$ cat config.mk
export PLATFORM = sky130hd
export DESIGN_NAME = swm_cell
export DESIGN_NICKNAME = d
export VERILOG_FILES = /design/src/rtl/sliding_window_maximum_defines.svh /design/src/rtl/swm_pkg.sv /design/src/rtl/swm_cell.sv
export SDC_FILE = /design/constraint.sdc
export NUM_CORES = 1
export LEC_CHECK = 0
export ABC_AREA = 1
export BUFFER_PORTS_ARGS = -buffer_cell sky130_fd_sc_hd__buf_2
export CAP_MARGIN = 20
export CORE_ASPECT_RATIO = 1.4
export CORE_UTILIZATION = 25
export CTS_BUF_LIST = sky130_fd_sc_hd__clkbuf_8
export DETAILED_ROUTE_END_ITERATION = 10
export GPL_ROUTABILITY_DRIVEN = 0
export HOLD_SLACK_MARGIN = 0.08
export PLACE_DENSITY = 0.5
export SLEW_MARGIN = 20
export SYNTH_ARGS = -nofsm -noshare
export SYNTH_HDL_FRONTEND = slang
export SYNTH_SLANG_ARGS = --single-unit
$ cat constraint.sdc
create_clock -name clk -period 4.74 [get_ports clk]
set_input_delay 1.185 -clock clk [delete_from_list [all_inputs] [get_ports clk]]
set_output_delay 1.185 -clock clk [all_outputs]
set_load 0.02 [all_outputs]
$ cat src/rtl/sliding_window_maximum_defines.svh
// ----------------------------------------------------------------------------
// Sliding window maximum: assertion macros
// Shared property shorthands for the checks at the end of the top level.
// ----------------------------------------------------------------------------
`ifndef SLIDING_WINDOW_MAXIMUM_DEFINES_SVH
`define SLIDING_WINDOW_MAXIMUM_DEFINES_SVH

// Same-cycle implication, disabled while reset is asserted.
`define SWM_ASSERT_NOW(label, clk, rst_n, ante, cons, msg) \
	label: assert property (@(posedge clk) disable iff (!(rst_n)) (ante) |-> (cons)) \
		else $error(msg);

// Next-cycle implication, disabled while reset is asserted.
`define SWM_ASSERT_NEXT(label, clk, rst_n, ante, cons, msg) \
	label: assert property (@(posedge clk) disable iff (!(rst_n)) (ante) |=> (cons)) \
		else $error(msg);

`endif

$ cat src/rtl/swm_pkg.sv
// ----------------------------------------------------------------------------
// Sliding window maximum package
// Widths, default sizes and the control group that drives each cell.
// ----------------------------------------------------------------------------
`default_nettype none

package swm_pkg;

	// Field widths of the stream and configuration ports.
	localparam int SAMPLE_W       = 32;
	localparam int CFG_W          = 7;
	localparam int MAX_WINDOW_DEF = 64;

	// Per-cell control: advance on a transfer, and drive the result tap.
	typedef struct packed {
		logic shift;
		logic tap;
	} cell_ctrl_t;

endpackage

`default_nettype wire

$ cat src/rtl/swm_cell.sv
// ----------------------------------------------------------------------------
// Sliding window maximum cell
// Holds the maximum of the k most recent samples and passes it to the next
// cell, which then covers k+1 samples.
// ----------------------------------------------------------------------------
`default_nettype none

module swm_cell
	import swm_pkg::*;
(
	input  wire logic                       clk,
	input  wire cell_ctrl_t                 ctrl,
	input  wire logic signed [SAMPLE_W-1:0] sample,
	input  wire logic signed [SAMPLE_W-1:0] prev_max,
	output logic signed [SAMPLE_W-1:0]      max_out,
	output logic        [SAMPLE_W-1:0]      tap
);

	logic signed [SAMPLE_W-1:0] max_q;
	logic signed [SAMPLE_W-1:0] max_next;

	// New running maximum: the neighbor's span extended by the new sample.
	always_comb begin
		max_next = (prev_max > sample) ? prev_max : sample;
	end

	// Result tap, zero unless this cell covers the live horizon.
	assign tap     = ctrl.tap ? max_next : '0;
	assign max_out = max_q;

	always_ff @(posedge clk) begin
		if (ctrl.shift) begin
			max_q <= max_next;
		end
	end

endmodule

`default_nettype wire

# Yosys cells after proc, flatten, opt, wreduce, memory -nomap -nowiden

Cells that the tools add are included.

Bits of input ports: 67
Output and inout port bits: 64
Bits in registers: 32
Word-level logic and storage cells: 4

Magnitude comparators: 1
Muxes and demuxes: 2

Operators with widths:

| operator     | count |
|---|---|
| $mux 32      | 2 |
| $gt 32x32->1 | 1 |

# Logic depth before layout (Yosys ltp)

Word-level depth: 3
Mapped depth: 19
Mapped depth without buffers: 18

# Worst setup path before layout

OpenSTA, ideal clock, no wires.

Kind: input -> output
From: in sample[31]
To: out tap[10]
Setup slack: 742 ps
Path buffers: 1
Stages on the path: 13
Data required time: 3555 ps
Data arrival time: 2813 ps
Cells stage by stage: inv_1 ha_1 a21oi_1 o21a_1 nand2_1 a21oi_2 nand2_1 nand2_2 nand3_4 buf_6 nand2_1 nand2_1 nor2_1

Longest elaborated chain between the ends: 3

RTL lines:

| element            | RTL line       | RTL |
|---|---|---|
| start: declaration | swm_cell.sv:13 | `input wire logic signed [SAMPLE_W-1:0] sample,` |
| $gt 32x32->1       | swm_cell.sv:24 | `max_next = (prev_max > sample) ? prev_max : sample;` |
| $mux 32            | swm_cell.sv:24 |  |
| $mux 32            | swm_cell.sv:28 | `assign tap = ctrl.tap ? max_next : '0;` |
| end: declaration   | swm_cell.sv:16 | `output logic [SAMPLE_W-1:0] tap` |

Every way passes these cells.

# Final worst setup path

From: in sample[5]
To: out tap[4]

The elaborated chain is that of the path after synthesis.

==> results_dict.tcl <==
set metrics [dict create \
    status "complete, no violations" \
    largest_reg_flops 32 \
    worst_setup_path_end_kind "primary output" \
    slew_headroom_pct 48.1 \
    cp.required_ns 3.56 \
    start_kind "input port" \
    fill_cells 1183 \
    cap_violations 0 \
    wl_per_cell_um 12.5 \
    cts_tree "done" \
    syn_inst 386 \
    yosys_warnings 0 \
    design.die.area_um2 11400 \
    synth_top_area_share_pct 35.0 \
    drt-total-wl_um 8180 \
    fin_crit_ns 4.39 \
    worst-path-max-fanout 16 \
    ant_nets 0 \
    numCtsBuffers 5 \
    synth.avg_cell_area_um2 7.11 \
    cts.sinks 32 \
    critPathCapture "tap[4]" \
    first_pass_iters 4 \
    track_usage_pct 13.8 \
    synth.ff_latch_count 32 \
    core-area_um2 10500 \
    overflow 0 \
    max_stage_delay_ns 0.31 \
    crit_start "sample[5]" \
    io_buffers 130 \
    avgViaCountPerCell 4.27 \
    fin_crit_sh_pct 92.6 \
    report.final.slew_viol_count 0 \
    synth_nets 485 \
    fmax_mhz 228 \
    arrival_ns 3.21 \
    worstSetupPathType "input port to primary output" \
    rows 44 \
    leakage_uw 0.00223 \
    antenna_found_initial 0 \
    yosysTopAreaCell "edfxtp_1" \
    cts_buffer_depth 2 \
    tns_ns 0 \
    vias 2803 \
    drive_above_1_share_pct 29.2 \
    clkTransAtPathRegs_ns 0.08 \
    hold_path_class "input port to register" \
    crit_top_cell "nand2_1" \
    finalHoldViolCount 0 \
    grt_pass1_wl_um 12200 \
    peakVddDrop_v 0.000143 \
    drc 0 \
    yosys-top-cells-area "edfxtp_1, ha_1, inv_1" \
    dp_hpwl_um 6260 \
    post-cts-setup-buffers 0 \
    ys_seq_area_share_pct 35.0 \
    cts_root_buf "clkbuf_8" \
    die_height_um 126 \
    drt_iter0_drc 105 \
    diodes 0 \
    max_slew.worst_pin.slew_ns 0.778 \
    setup_viol 0 \
    nNetsFinal 616 \
    io_pins 131 \
    grt_max_degree 33 \
    start_util_pct 26.1 \
    path_cells "buf_2 > inv_1 > ha_1 > a21oi_1 > nor2_1 > nor2_1 > nand2_1 > nand2_1 > nand2_1 > nand2_1 > nand2_1 > nand2_4 > nand3_4 > nand2_1 > nand2_1 > nor2_1 > buf_2" \
    grt_pass1_vias 2613 \
    rsz0062_at_grt "false" \
    synth_cell_types 20 \
    fp.dieW_um 90.5 \
    p_per_area_nw_per_um2 289 \
    critPathSlowestCell "ha_1" \
    htree_levels 2 \
    area_growth_pct 33.8 \
    fin_hold_ws_ns 1.27 \
    syn-cell-area_um2 2740 \
]
==> cells by family after synthesis <==
logic type	after synthesis	synth area share, %
adder cells (fa/ha/maj)	32	14.6
AO/OA/AOI/OAI	19	3.88
AND/OR/NAND/NOR	182	28.9
flip-flops	32	35.0
buffers and inverters	121	17.6
==> routing by layer <==
metal / GRT usage [%] / share of wire [%] / vias up
li1: - / - / 1462
met1: 15.0 / 40 / 1251
met2: 25.7 / 54 / 80
met3: 2.72 / 4.8 / 10
met4: 5.79 / 1.8 / 0
met5: 0 / 0 / -
==> how the worst min path moves through the flow <==
| stage | startpoint | end | slack (ns) | cells past startpoint |
|---|---|---|---|---|
| 2_1_floorplan | ctrl[1] | max_out[0] | 1.30 | 0 |
| 3_3_place_gp | sample[8] | max_out[8] | 1.58 | 5 |
| 3_5_place_dp | sample[28] | max_out[28] | 1.58 | 5 |
| 4_1_cts | sample[11] | max_out[11] | 1.26 | 5 |
| 5_1_grt | sample[15] | max_out[15] | 1.28 | 5 |
| 6_report | sample[11] | max_out[11] | 1.27 | 5 |
==> area by class of cell <==
| cell class | instances | area [um^2] | share of cell area (%) |
|---|---|---|---|
| Multi-Input combinational cell | 235 | 1330 | 36.3 |
| Sequential cell | 32 | 961 | 26.2 |
| Timing Repair Buffer | 137 | 703 | 19.1 |
| Inverter | 106 | 398 | 10.8 |
| Tap cell | 138 | 173 | 4.70 |
| Clock buffer | 5 | 68.8 | 1.87 |
| Clock inverter | 3 | 37.5 | 1.02 |
==> metrics by stage <==
stage               instances  total power (uW)  area (um^2)  setup WS [ns]  utilization [%]
floorplan                 386               656         2740          0.742                -
detailed placement        646               796         3530          0.129             33.6
finish                    656              1060         3670          0.349             34.9
global route              656              1130         3670         0.0388             34.9
CTS                       654              1070         3640          0.125             34.6
global placement          646               792         3530          0.181             33.6
==> report_power, final <==
part / switching, uW / internal, uW / leakage (uW)
Clock: 116 / 153 / 0.0000532
Combinational: 280 / 141 / 0.00187
Sequential: 8.40 / 363 / 0.000314
==> Yosys cell counts <==
cell and count:
ha_1 32, nand2_1 102, inv_1 103, nand3_4 1, inv_2 2, a21oi_2 1
nor2_1 42, buf_6 3, a21oi_1 13, nand3_2 1, edfxtp_1 32, nand2_2 1
nand4_1 34, clkinv_1 1, clkbuf_1 6, o21a_1 2, o21ai_0 2, buf_2 6
nand3_1 1, a21o_1 1
==> cell usage in the layout, fill, tap and decap left out, types with 2 or more instances in the layout <==
cell type	n
buf_2	130
inv_1	103
nand2_1	102
nor2_1	42
nand4_1	34
ha_1	32
edfxtp_1	32
a21oi_1	13
buf_4	7
clkbuf_8	5
clkinv_1	3
inv_2	2
o21ai_0	2
o21a_1	2
nand3_2	2
nand3_4	2
==> critical path: cells and delay by family <==
kind / cells / cell delay, ns
AND/OR/NAND/NOR: 12 / 1.23
buffers and inverters: 3 / 0.29
AO/OA/AOI/OAI: 1 / 0.16
adder cells (fa/ha/maj): 1 / 0.31
==> repair_timing <==
action	in CTS	in global routing
setup endpoints to repair	0	32
hold buffers	0	0
gates resized for setup	0	2
No activity file was read; power rests on OpenSTA's default activity.
